### src/rtl/asgr_pkg.sv
// ----------------------------------------------------------------------------
// asgr_pkg
// Shared codes, character constants and helpers for the SGR attribute unit.
// ----------------------------------------------------------------------------
package asgr_pkg;

  // Parser phase codes
  localparam logic [1:0] PH_ESC     = 2'd0;
  localparam logic [1:0] PH_BRACKET = 2'd1;
  localparam logic [1:0] PH_PARAMS  = 2'd2;
  localparam logic [1:0] PH_DONE    = 2'd3;

  // Result status codes
  localparam logic [1:0] ST_APPLIED = 2'd0;
  localparam logic [1:0] ST_DEFAULT = 2'd1;
  localparam logic [1:0] ST_REJECT  = 2'd2;

  // Characters of the sequence
  localparam logic [7:0] CH_ESC     = 8'h1B;
  localparam logic [7:0] CH_LBRACK  = 8'h5B;
  localparam logic [7:0] CH_SEMI    = 8'h3B;
  localparam logic [7:0] CH_FINAL_M = 8'h6D;
  localparam logic [7:0] CH_ZERO    = 8'h30;
  localparam logic [7:0] CH_NINE    = 8'h39;

  // Parameter value ranges
  localparam logic [6:0] ATTR_MAX = 7'd8;
  localparam logic [6:0] FG_LO    = 7'd30;
  localparam logic [6:0] FG_HI    = 7'd37;
  localparam logic [6:0] BG_LO    = 7'd40;
  localparam logic [6:0] BG_HI    = 7'd47;
  localparam logic [6:0] ACC_SAT  = 7'd99;

  localparam int unsigned ATTR_W = 16;
  localparam int unsigned CHAR_W = 8;

  typedef logic [ATTR_W-1:0] attr_t;

  // ANSI colour index (red bit 0) to console flags (blue bit 0)
  function automatic logic [2:0] colour_flags(input logic [2:0] idx);
    colour_flags = {idx[0], idx[1], idx[2]};
  endfunction

endpackage

### src/rtl/asgr_in_if.sv
// ----------------------------------------------------------------------------
// asgr_in_if
// Character request channel: one escape-string character per request.
// ----------------------------------------------------------------------------
interface asgr_in_if;
  logic                          valid;
  logic                          ready;
  logic [asgr_pkg::CHAR_W-1:0]   ch;
  logic                          last_char;

  modport source (output valid, output ch, output last_char, input ready);
  modport sink   (input valid, input ch, input last_char, output ready);
endinterface

### src/rtl/asgr_out_if.sv
// ----------------------------------------------------------------------------
// asgr_out_if
// Result request channel: status and attribute word of one sequence.
// ----------------------------------------------------------------------------
interface asgr_out_if;
  logic                valid;
  logic                ready;
  logic [1:0]          status;
  asgr_pkg::attr_t     attr_word;

  modport source (output valid, output status, output attr_word, input ready);
  modport sink   (input valid, input status, input attr_word, output ready);
endinterface

### src/rtl/asgr_cfg_if.sv
// ----------------------------------------------------------------------------
// asgr_cfg_if
// Configuration write channel for the default attribute register.
// ----------------------------------------------------------------------------
interface asgr_cfg_if;
  logic                valid;
  logic                ready;
  asgr_pkg::attr_t     data;

  modport source (output valid, output data, input ready);
  modport sink   (input valid, input data, output ready);
endinterface

### src/rtl/ansi_sgr_to_text_attribute_unit.sv
// ----------------------------------------------------------------------------
// ansi_sgr_to_text_attribute_unit
// Parses ANSI SGR escape strings into console text attribute words.
// ----------------------------------------------------------------------------
// Usage:
//   src : one character per request (ch, last_char marks the string end).
//   dst : one result per string (status, attr_word), issued at the character
//         that settles the outcome; later characters up to the marked last
//         one produce nothing.
//   cfg : writes default_attr; the write also loads the stored last attribute.
//         cfg is always ready; write it only while the unit is idle.
// Pipeline:
//   A character is taken into the input register, then parsed by one level of
//   logic into the result register, which presents the result on dst. One
//   character per cycle is sustained while dst does not hold results off; the
//   input register advances whenever the result register is empty or drained
//   in the same cycle.
// Reset (rst, synchronous): parser waits for ESC, default_attr and the last
//   attribute return to 7, both registers are emptied.
// Stall: while dst is held off, one result and one more character are held;
//   src.ready then drops until dst takes the result.
// ----------------------------------------------------------------------------
module ansi_sgr_to_text_attribute_unit (
  input  logic          clk,
  input  logic          rst,
  asgr_in_if.sink       src,
  asgr_out_if.source    dst,
  asgr_cfg_if.sink      cfg
);

  // Input register
  logic                          s1_valid;
  logic [asgr_pkg::CHAR_W-1:0]   s1_ch;
  logic                          s1_last;
  logic                          s1_advance;
  logic                          cfg_fire;

  // Parser state
  logic [1:0]       phase, phase_next;
  logic [6:0]       number_acc, number_acc_next;
  logic [3:0]       parsed_attr, parsed_attr_next;
  logic             fg_valid, fg_valid_next;
  logic [2:0]       fg_color, fg_color_next;
  logic             bg_valid, bg_valid_next;
  logic [2:0]       bg_color, bg_color_next;
  asgr_pkg::attr_t  last_attr, last_attr_next;
  asgr_pkg::attr_t  default_attr;

  // Result register
  logic             out_valid;
  logic [1:0]       out_status;
  asgr_pkg::attr_t  out_word;

  // Parse results
  logic             res_valid;
  logic [1:0]       res_status;
  asgr_pkg::attr_t  res_word;

  logic             is_digit;
  logic [9:0]       acc_sum;
  logic [6:0]       acc_sat;
  logic             apply_ok;
  logic [3:0]       ap_attr;
  logic             ap_fg_valid;
  logic [2:0]       ap_fg_color;
  logic             ap_bg_valid;
  logic [2:0]       ap_bg_color;
  logic [6:0]       fg_off;
  logic [6:0]       bg_off;
  logic             do_reject;
  logic             do_accept;
  asgr_pkg::attr_t  applied_word;

  assign s1_advance = s1_valid && (!out_valid || dst.ready);
  assign src.ready  = !s1_valid || s1_advance;
  assign cfg.ready  = 1'b1;
  assign cfg_fire   = cfg.valid;

  assign dst.valid     = out_valid;
  assign dst.status    = out_status;
  assign dst.attr_word = out_word;

  // Take a character into the input register
  always_ff @(posedge clk) begin
    if (rst) begin
      s1_valid <= 1'b0;
    end else if (src.valid && src.ready) begin
      s1_valid <= 1'b1;
    end else if (s1_advance) begin
      s1_valid <= 1'b0;
    end
  end

  always_ff @(posedge clk) begin
    if (src.valid && src.ready) begin
      s1_ch   <= src.ch;
      s1_last <= src.last_char;
    end
  end

  // Accumulate a decimal digit, saturating at 99
  assign is_digit = (s1_ch >= asgr_pkg::CH_ZERO) && (s1_ch <= asgr_pkg::CH_NINE);
  assign acc_sum  = ({3'b000, number_acc} << 3) + ({3'b000, number_acc} << 1)
                  + {6'd0, s1_ch[3:0]};
  assign acc_sat  = (acc_sum > {3'b000, asgr_pkg::ACC_SAT}) ? asgr_pkg::ACC_SAT
                                                            : acc_sum[6:0];

  // Classify the finished parameter
  assign fg_off = number_acc - asgr_pkg::FG_LO;
  assign bg_off = number_acc - asgr_pkg::BG_LO;

  always_comb begin
    apply_ok    = 1'b1;
    ap_attr     = parsed_attr;
    ap_fg_valid = fg_valid;
    ap_fg_color = fg_color;
    ap_bg_valid = bg_valid;
    ap_bg_color = bg_color;
    if (number_acc <= asgr_pkg::ATTR_MAX) begin
      ap_attr = number_acc[3:0];
    end else if (number_acc >= asgr_pkg::FG_LO && number_acc <= asgr_pkg::FG_HI) begin
      ap_fg_valid = 1'b1;
      ap_fg_color = fg_off[2:0];
    end else if (number_acc >= asgr_pkg::BG_LO && number_acc <= asgr_pkg::BG_HI) begin
      ap_bg_valid = 1'b1;
      ap_bg_color = bg_off[2:0];
    end else begin
      apply_ok = 1'b0;
    end
  end

  // Build the new attribute from the last one
  always_comb begin
    applied_word = last_attr;
    if (ap_fg_valid) begin
      applied_word[3:0] = {ap_attr == 4'd1, asgr_pkg::colour_flags(ap_fg_color)};
    end
    if (ap_bg_valid) begin
      applied_word[7:4] = {ap_attr == 4'd1, asgr_pkg::colour_flags(ap_bg_color)};
    end
  end

  // Parse one character
  always_comb begin
    phase_next       = phase;
    number_acc_next  = number_acc;
    parsed_attr_next = parsed_attr;
    fg_valid_next    = fg_valid;
    fg_color_next    = fg_color;
    bg_valid_next    = bg_valid;
    bg_color_next    = bg_color;
    last_attr_next   = last_attr;
    do_reject        = 1'b0;
    do_accept        = 1'b0;
    res_valid        = 1'b0;
    res_status       = asgr_pkg::ST_REJECT;
    res_word         = last_attr;

    unique case (phase)
      asgr_pkg::PH_ESC: begin
        if (s1_ch != asgr_pkg::CH_ESC || s1_last) begin
          do_reject = 1'b1;
        end else begin
          phase_next = asgr_pkg::PH_BRACKET;
        end
      end
      asgr_pkg::PH_BRACKET: begin
        if (s1_ch != asgr_pkg::CH_LBRACK) begin
          do_reject = 1'b1;
        end else if (s1_last) begin
          // Sequence state is clear here, so this yields the default
          do_accept = 1'b1;
        end else begin
          phase_next = asgr_pkg::PH_PARAMS;
        end
      end
      asgr_pkg::PH_PARAMS: begin
        if (is_digit) begin
          number_acc_next = acc_sat;
          do_reject       = s1_last;
        end else if (s1_ch == asgr_pkg::CH_SEMI || s1_ch == asgr_pkg::CH_FINAL_M) begin
          if (!apply_ok) begin
            do_reject = 1'b1;
          end else begin
            number_acc_next  = 7'd0;
            parsed_attr_next = ap_attr;
            fg_valid_next    = ap_fg_valid;
            fg_color_next    = ap_fg_color;
            bg_valid_next    = ap_bg_valid;
            bg_color_next    = ap_bg_color;
            do_accept        = (s1_ch == asgr_pkg::CH_FINAL_M) || s1_last;
          end
        end else begin
          do_reject = 1'b1;
        end
      end
      asgr_pkg::PH_DONE: begin
        if (s1_last) begin
          phase_next = asgr_pkg::PH_ESC;
        end
      end
      default: begin
        phase_next = asgr_pkg::PH_ESC;
      end
    endcase

    // Settle the outcome and clear the sequence
    if (do_accept) begin
      if (ap_attr == 4'd0 && !ap_fg_valid && !ap_bg_valid) begin
        res_status = asgr_pkg::ST_DEFAULT;
        res_word   = default_attr;
      end else begin
        res_status     = asgr_pkg::ST_APPLIED;
        res_word       = applied_word;
        last_attr_next = applied_word;
      end
    end
    if (do_accept || do_reject) begin
      res_valid  = 1'b1;
      phase_next = s1_last ? asgr_pkg::PH_ESC : asgr_pkg::PH_DONE;
    end
    if (do_accept || do_reject || (phase == asgr_pkg::PH_DONE && s1_last)) begin
      number_acc_next  = 7'd0;
      parsed_attr_next = 4'd0;
      fg_valid_next    = 1'b0;
      fg_color_next    = 3'd0;
      bg_valid_next    = 1'b0;
      bg_color_next    = 3'd0;
    end
  end

  // Advance the parser state; a register write reloads the last attribute
  always_ff @(posedge clk) begin
    if (rst) begin
      phase        <= asgr_pkg::PH_ESC;
      number_acc   <= 7'd0;
      parsed_attr  <= 4'd0;
      fg_valid     <= 1'b0;
      fg_color     <= 3'd0;
      bg_valid     <= 1'b0;
      bg_color     <= 3'd0;
      last_attr    <= asgr_pkg::attr_t'(7);
      default_attr <= asgr_pkg::attr_t'(7);
    end else begin
      if (s1_advance) begin
        phase       <= phase_next;
        number_acc  <= number_acc_next;
        parsed_attr <= parsed_attr_next;
        fg_valid    <= fg_valid_next;
        fg_color    <= fg_color_next;
        bg_valid    <= bg_valid_next;
        bg_color    <= bg_color_next;
        last_attr   <= last_attr_next;
      end
      if (cfg_fire) begin
        default_attr <= cfg.data;
        last_attr    <= cfg.data;
      end
    end
  end

  // Hold the result until dst takes it
  always_ff @(posedge clk) begin
    if (rst) begin
      out_valid <= 1'b0;
    end else if (s1_advance) begin
      out_valid <= res_valid;
    end else if (dst.ready) begin
      out_valid <= 1'b0;
    end
  end

  always_ff @(posedge clk) begin
    if (s1_advance && res_valid) begin
      out_status <= res_status;
      out_word   <= res_word;
    end
  end

  // Applied result matches the stored last attribute
  a_applied_stored: assert property (@(posedge clk) disable iff (rst)
    (s1_advance && res_valid && res_status == asgr_pkg::ST_APPLIED && !cfg_fire)
    |=> (dst.attr_word == last_attr))
    else $error("applied attribute not stored as last attribute");

  // Rejection leaves the last attribute alone
  a_reject_keeps: assert property (@(posedge clk) disable iff (rst)
    (s1_advance && res_valid && res_status == asgr_pkg::ST_REJECT && !cfg_fire)
    |=> $stable(last_attr))
    else $error("rejected sequence changed last attribute");

  // Back-pressure only when both registers are full and dst stalls
  a_ready_low: assert property (@(posedge clk) disable iff (rst)
    !src.ready |-> (s1_valid && out_valid && !dst.ready))
    else $error("input stalled without a full pipeline");

  // Reset empties the pipeline and restarts the parser
  a_reset_state: assert property (@(posedge clk)
    rst |=> (phase == asgr_pkg::PH_ESC && !out_valid && !s1_valid))
    else $error("reset did not restart the parser");

endmodule
### src/flat_wrapper.sv
// flat-port wrapper written by rule: the top's interface ports become plain ports
module ansi_sgr_to_text_attribute_unit_flat 
  (clk, rst, src_valid, src_ch, src_last_char, src_ready, dst_valid, dst_status, dst_attr_word, dst_ready, cfg_valid, cfg_data, cfg_ready);
  asgr_in_if src_i ();
  asgr_out_if dst_i ();
  asgr_cfg_if cfg_i ();
  input  logic clk;
  input  logic rst;
  input wire logic [$bits(src_i.valid)-1:0] src_valid;
  input wire logic [$bits(src_i.ch)-1:0] src_ch;
  input wire logic [$bits(src_i.last_char)-1:0] src_last_char;
  output wire logic [$bits(src_i.ready)-1:0] src_ready;
  output wire logic [$bits(dst_i.valid)-1:0] dst_valid;
  output wire logic [$bits(dst_i.status)-1:0] dst_status;
  output wire logic [$bits(dst_i.attr_word)-1:0] dst_attr_word;
  input wire logic [$bits(dst_i.ready)-1:0] dst_ready;
  input wire logic [$bits(cfg_i.valid)-1:0] cfg_valid;
  input wire logic [$bits(cfg_i.data)-1:0] cfg_data;
  output wire logic [$bits(cfg_i.ready)-1:0] cfg_ready;
  assign src_i.valid = src_valid;
  assign src_i.ch = src_ch;
  assign src_i.last_char = src_last_char;
  assign src_ready = src_i.ready;
  assign dst_valid = dst_i.valid;
  assign dst_status = dst_i.status;
  assign dst_attr_word = dst_i.attr_word;
  assign dst_i.ready = dst_ready;
  assign cfg_i.valid = cfg_valid;
  assign cfg_i.data = cfg_data;
  assign cfg_ready = cfg_i.ready;
  ansi_sgr_to_text_attribute_unit u_core (.clk(clk), .rst(rst), .src(src_i), .dst(dst_i), .cfg(cfg_i));
endmodule
### config.mk
export PLATFORM = sky130hd
export DESIGN_NAME = ansi_sgr_to_text_attribute_unit_flat
export DESIGN_NICKNAME = d
export VERILOG_FILES = /design/src/rtl/asgr_pkg.sv /design/src/rtl/asgr_in_if.sv /design/src/rtl/asgr_out_if.sv /design/src/rtl/asgr_cfg_if.sv /design/src/rtl/ansi_sgr_to_text_attribute_unit.sv /design/src/flat_wrapper.sv
export SDC_FILE = /design/constraint.sdc
export NUM_CORES = 1
export LEC_CHECK = 0
export BUFFER_PORTS_ARGS = -buffer_cell sky130_fd_sc_hd__buf_2
export CORE_UTILIZATION = 61
export CTS_BUF_LIST = sky130_fd_sc_hd__clkbuf_8
export CTS_CLUSTER_SIZE = 16
export DETAILED_ROUTE_END_ITERATION = 10
export PLACE_DENSITY = 0.87
export SYNTH_ARGS = -nofsm -noshare
export SYNTH_HDL_FRONTEND = slang
export SYNTH_SLANG_ARGS = --single-unit
### constraint.sdc
create_clock -name clk -period 3.4 [get_ports clk]
set_clock_uncertainty 0.1 [all_clocks]
set_input_delay 0.68 -clock clk [delete_from_list [all_inputs] [get_ports clk]]
set_output_delay 0.68 -clock clk [all_outputs]
set_load 0.05 [all_outputs]
* Yosys cells after proc, flatten, opt, wreduce, memory -nomap -nowiden
Cells that the tools add are included.
** Cells by class
- Multiplexer cells :: 78
- Reduce and logical (&&, ||, !) cells :: 36
- Order comparisons :: 8
- Equal/unequal tests :: 14
- $add $sub $neg :: 4
** Operator list (count)
- $mux 16 :: 5
- $mux 3 :: 15
- $mux 7 :: 6
- $mux 1 :: 34
- $mux 4 :: 8
- $le 7x6->1 const B :: 2
- $reduce_bool 2->1 :: 7
- $mux 2 :: 6
- $add 10x4->10 :: 1
- $add 10x8->10 :: 1
- $gt 10x7->1 const B :: 1
- $logic_and 1x1->1 :: 9
- $ne 3x3->1 const B :: 3
- $eq 8x6->1 const B :: 1
- $eq 8x7->1 const B :: 1
- $ge 8x6->1 const B :: 1
- $le 8x6->1 const B :: 1
- $mux 8 :: 1
- $ne 8x5->1 const B :: 1
- $ne 8x7->1 const B :: 1
- $ge 7x5->1 const B :: 1
- $ge 7x6->1 const B :: 1
- $le 7x4->1 const B :: 1
- $logic_or 1x1->1 :: 7
- other kinds (19) :: 25
** Word-level totals
- Flip-flop bits (word level) :: 82
- Word-level logic and storage cells :: 156
- Input port bits :: 30
- Output and inout port bits :: 21

* Longest topological paths before layout
- Depth after elaboration :: 13
- Depth in mapped cells :: 12

* Worst setup path after synthesis
Ideal clock, no wire load.
- Path kind :: register -> register
- From :: register u_core.number_acc[1]
- To :: register u_core.out_word[10], in the netlist u_core.dst.attr_word[10] (data pin)
- Arrival :: 2707 ps
- Clock period less this slack :: 3066 ps
- Buffers on the path :: 2
- Data required time :: 3040 ps
- Cell stages (with the launch flop) :: 11
- Path slack :: 334 ps
- Path through :: dfxtp_1 -> clkbuf_1 -> inv_1 -> ha_1 -> a21oi_1 -> nor2_1 -> o41ai_2 -> or4b_4 -> nand2b_1 -> buf_2 -> mux2_2
** Between the ends
- Longest elaborated chain between the ends :: 10
- Elaborated cells between the ends (all ways) :: 27
- Those cells by class :: order compare (5); mux (15); reduce/logical (7)
** RTL lines
- start: declaration :: RTL line ansi_sgr_to_text_attribute_unit.sv:40 : logic [6:0] number_acc, number_acc_next;
- start signal: assignment :: RTL line ansi_sgr_to_text_attribute_unit.sv:247 : number_acc <= number_acc_next;
- $ge 7x6->1 / $le 7x6->1 (equally long branches) :: RTL line ansi_sgr_to_text_attribute_unit.sv:124 : end else if (number_acc >= asgr_pkg::BG_LO && number_acc <= asgr_pkg::BG_HI) begin
- $logic_and 1x1->1 :: RTL line ansi_sgr_to_text_attribute_unit.sv:124
- $mux 1 :: RTL line ansi_sgr_to_text_attribute_unit.sv:124
- $mux 1 :: RTL line ansi_sgr_to_text_attribute_unit.sv:121 : end else if (number_acc >= asgr_pkg::FG_LO && number_acc <= asgr_pkg::FG_HI) begin
- $mux 1 :: RTL line ansi_sgr_to_text_attribute_unit.sv:119 : if (number_acc <= asgr_pkg::ATTR_MAX) begin
- $mux 1 :: RTL line ansi_sgr_to_text_attribute_unit.sv:182 : if (!apply_ok) begin
- $mux 1 :: RTL line ansi_sgr_to_text_attribute_unit.sv:181 : end else if (s1_ch == asgr_pkg::CH_SEMI || s1_ch == asgr_pkg::CH_FINAL_M) begin
- $mux 1 :: RTL line ansi_sgr_to_text_attribute_unit.sv:178 : if (is_digit) begin
- $pmux 1 s2 :: RTL line ansi_sgr_to_text_attribute_unit.sv:159 : unique case (phase)
- $mux 16 (*) :: RTL line ansi_sgr_to_text_attribute_unit.sv:208 : if (do_accept) begin
- via u_core.res_word[10] :: RTL line ansi_sgr_to_text_attribute_unit.sv:57 : asgr_pkg::attr_t res_word;
- end signal: assignment :: RTL line ansi_sgr_to_text_attribute_unit.sv:276 : out_word <= res_word;
- end: declaration :: RTL line ansi_sgr_to_text_attribute_unit.sv:52 : asgr_pkg::attr_t out_word;
The timed path passes the listed nets; every way through them passes the cells marked *.
A chain may end at the register's enable or synchronous reset.

* Worst setup path after layout
- From :: register u_core.s1_ch[3] in the netlist's numbering
- To :: register u_core.number_acc[4]
** Between the ends
- Longest elaborated chain between the ends :: 10
- Elaborated cells between the ends (all ways) :: 32
- Those cells by class :: add/sub (1); order compare (3); eq/ne (4); mux (14); reduce/logical (10)
** RTL lines
- start: declaration :: RTL line ansi_sgr_to_text_attribute_unit.sv:33 : logic [asgr_pkg::CHAR_W-1:0] s1_ch;
- start signal: assignment :: RTL line ansi_sgr_to_text_attribute_unit.sv:96 : s1_ch <= src.ch;
- parallel branches: the longest is 10 deep, another holds $add 10x4->10
Parallel ways; which one is timed is not known. The select of a mux whose other input is x is not followed.

==> flow_summary.toml <==
[clocking]
holdBufCountCts = 0
clk_pin_slew_worst_paths_ps = 80
cts_root_buf = "clkbuf_8"
post-cts-setup-buffers = 0
cts_buffer_depth = 2
clk_latency_ps = 350
numCtsBuffers = 9
htree_levels = 3
cts_tree = "yes"
post_cts_resized = 0
clock-sinks = 82

[worst_setup_path]
reg2reg_depth = 11
rr_startpoint = "u_core.s1_ch[3]$_DFFE_PP_"
endpoint_kind = "register"
worst-setup-path-type = "register to register"
start_kind = "register"
cp.required_ps = 3600
critPathArrivalTime_ps = 3380
path_max_fanout = 5
rrSetupSlack_ps = 220
worstReg2RegEnd = "u_core.number_acc[4]$_SDFFE_PP0P_"

[timing]
hold_viol_final = 0
drv_slew = 0
post-route-period-util_pct = 93.5
period_minus_slack_ps = 3180
worstMarginPinSlew_ps = 774
setup_viol = 0
fin_tns_setup_ps = 0
max_freq_mhz = 315
grt_setup_unrepaired = "false"
relSlewSlack_pct = 48.4

[logic_synthesis]
syn-cell-area_um2 = 4510
seq_area_frac_synth_pct = 42.4
synth_top_area_cell = "dfxtp_1"
synth_cells = 467
yosysUniqueCellTypes = 68
ys_top_cells_by_area = "dfxtp_1 24%, edfxtp_1 18%, ha_1 5.3%"
ys_seq_elements = 82
async_flop_share_pct = 0
yosysMostFrequentCell = "dfxtp_1"
synth_edf_count = 27
synth_ff_type = "dfxtp_1"
yosys_warnings = 0
netlist.area_leader.share_pct = 24.4
synth_top_cells_by_count = "55 x dfxtp_1, 44 x a21oi_1, 39 x nor2_1"
synth_nets = 518
avgSynthCellArea_um2 = 9.67

[global_routing]
grt_use_met2_pct = 44.1
gr-total-overflow = 0
grt-busiest-layer = "met2"
grt_max_degree = 53
met3_usage_pct = 4.71
grt_util_all_layers_pct = 27.1
grtUsageMet1_pct = 35.2
grt_pass1_wl_mm = 16.2
antenna_found_initial = 0
grt_pass1_vias = 3516

[routing]
routed_via_density = 6.05
drc_errors = 0
first_pass_iters = 5
wirelength_mm = 9.75
ant_nets = 0
wl_per_cell_um = 16.0
dr.first_iter.drc_count = 281
vias = 3698

[worst_hold_path]
min_to = "u_core.fg_color[2]$_SDFFE_PP0P_"
min_path_type = "register to register"
worstHoldPathCells = 1
holdCritStartpoint = "u_core.fg_color[2]$_SDFFE_PP0P_"

[layout]
syn2layout_area_growth_pct = 11.3
antenna_cells = 0
fin_nets = 561
drive_gt1_share_pct = 19.4
fin_cells = 611

[power]
p_leak_nw = 1.96
vdd_drop_max_mv = 0.283
p_per_area_nw_per_um2 = 405
p_total_mw = 2.03

[floorplanning]
io_pins = 51
start_util_pct = 64.7
die_area_um2 = 7750
die_w_um = 88.0
die_h_um = 88.0
rows = 30
core_um2 = 6980

[placement]
placed_cells = 595
gp_congestion = 0.861
hpwl_mm = 6.83
port_buffers = 49

[outcome]
status = "finished, final reports clean"

[run]
drv_cap = 0
==> per-stage QoR <==
step / setup WS (ps) / cell area (um^2) / hold slack (ps) / utilization, %
floorplan: 334 / 4510 / 332 / -
global placement: 376 / 4820 / 355 / 69.1
detailed placement: 274 / 4820 / 356 / 69.1
CTS: 257 / 5030 / 376 / 72.0
global route: 59.9 / 5030 / 385 / 72.0
finish: 221 / 5030 / 372 / 72.0
==> critical path: stages, from the launching register on <==
cell and delay, ps:
edfxtp_1 430, inv_1 90, fa_1 480, inv_1 70
fa_1 470, a21oi_1 210, o211ai_1 180, mux2_2 300
o211ai_1 90, o2bb2ai_1 240, and4_1 310, a22o_1 140
==> power breakdown <==
| part | switching, mW | internal [mW] |
|---|---|---|
| Clock | 0.355 | 0.360 |
| Combinational | 0.151 | 0.0844 |
| Sequential | 0.0266 | 1.06 |
| Total | 0.532 | 1.50 |
==> routing by layer <==
layer | vias to the layer above | wire [um]
met5 | - | 0
met4 | 0 | 218
met3 | 24 | 502
met2 | 125 | 4700
met1 | 1759 | 4330
li1 | 1790 | -
==> layout make-up <==
cell class | instances | area (um^2)
multi-input combinational | 339 | 2400
fill | 530 | 1960
sequential | 82 | 1910
timing repair buffer | 59 | 320
clock buffer | 10 | 138
tap | 96 | 120
inverter | 19 | 71.3
clock inverter | 6 | 67.6
==> cell families (layout without fill, tap and decap cells) <==
| logic type | Yosys count | count (layout) | share of synthesized area [%] |
|---|---|---|---|
| other | 1 | 1 | 0.0831 |
| AO/OA/AOI/OAI | 120 | 120 | 18.5 |
| XOR/XNOR | 4 | 4 | 0.776 |
| buffers and inverters | 46 | 94 | 4.55 |
| flip-flops | 82 | 82 | 42.4 |
| multiplexers | 29 | 29 | 6.73 |
| AND/OR/NAND/NOR | 164 | 164 | 20.8 |
| adder cells (fa/ha/maj) | 21 | 21 | 6.15 |
==> sequential cells by signal, indices dropped and copies added, names as in the netlist, 2 cells and up <==
register,cells
u_core.default_attr,16
u_core.number_acc,7
u_core.phase,2
u_core.s1_ch,8
u_core.dst.status,2
u_core.last_attr,16
u_core.fg_color,3
u_core.parsed_attr,4
u_core.bg_color,3
u_core.dst.attr_word,16
==> how the worst max path moves through the flow <==
stage | from | cells past startpoint | slack [ps] | end
floorplan | u_core.number_acc[1]$_SDFFE_PP0P_ | 10 | 330 | u_core.dst.attr_word[10]$_DFFE_PP_
global placement | u_core.number_acc[0]$_SDFFE_PP0P_ | 11 | 380 | u_core.number_acc[3]$_SDFFE_PP0P_
detailed placement | u_core.s1_ch[3]$_DFFE_PP_ | 11 | 270 | u_core.number_acc[4]$_SDFFE_PP0P_
CTS | u_core.s1_ch[3]$_DFFE_PP_ | 11 | 260 | u_core.number_acc[4]$_SDFFE_PP0P_
global route | u_core.number_acc[3]$_SDFFE_PP0P_ | 9 | 60 | u_core.number_acc[2]$_SDFFE_PP0P_
finish | u_core.s1_ch[3]$_DFFE_PP_ | 11 | 220 | u_core.number_acc[4]$_SDFFE_PP0P_
==> placed cells by master (no fill, tap or decap), drive strengths merged, types with 10 or more instances in the layout <==
| master | instances |
|---|---|
| a21oi | 44 |
| a22o | 10 |
| buf | 59 |
| clkbuf | 10 |
| dfxtp | 55 |
| edfxtp | 27 |
| ha | 19 |
| inv | 20 |
| mux2 | 11 |
| mux2i | 18 |
| nand2 | 26 |
| nand2b | 33 |
| nand3 | 12 |
| nor2 | 39 |
| nor3 | 11 |
| o21ai | 19 |
(Power assumes the default switching activity.)
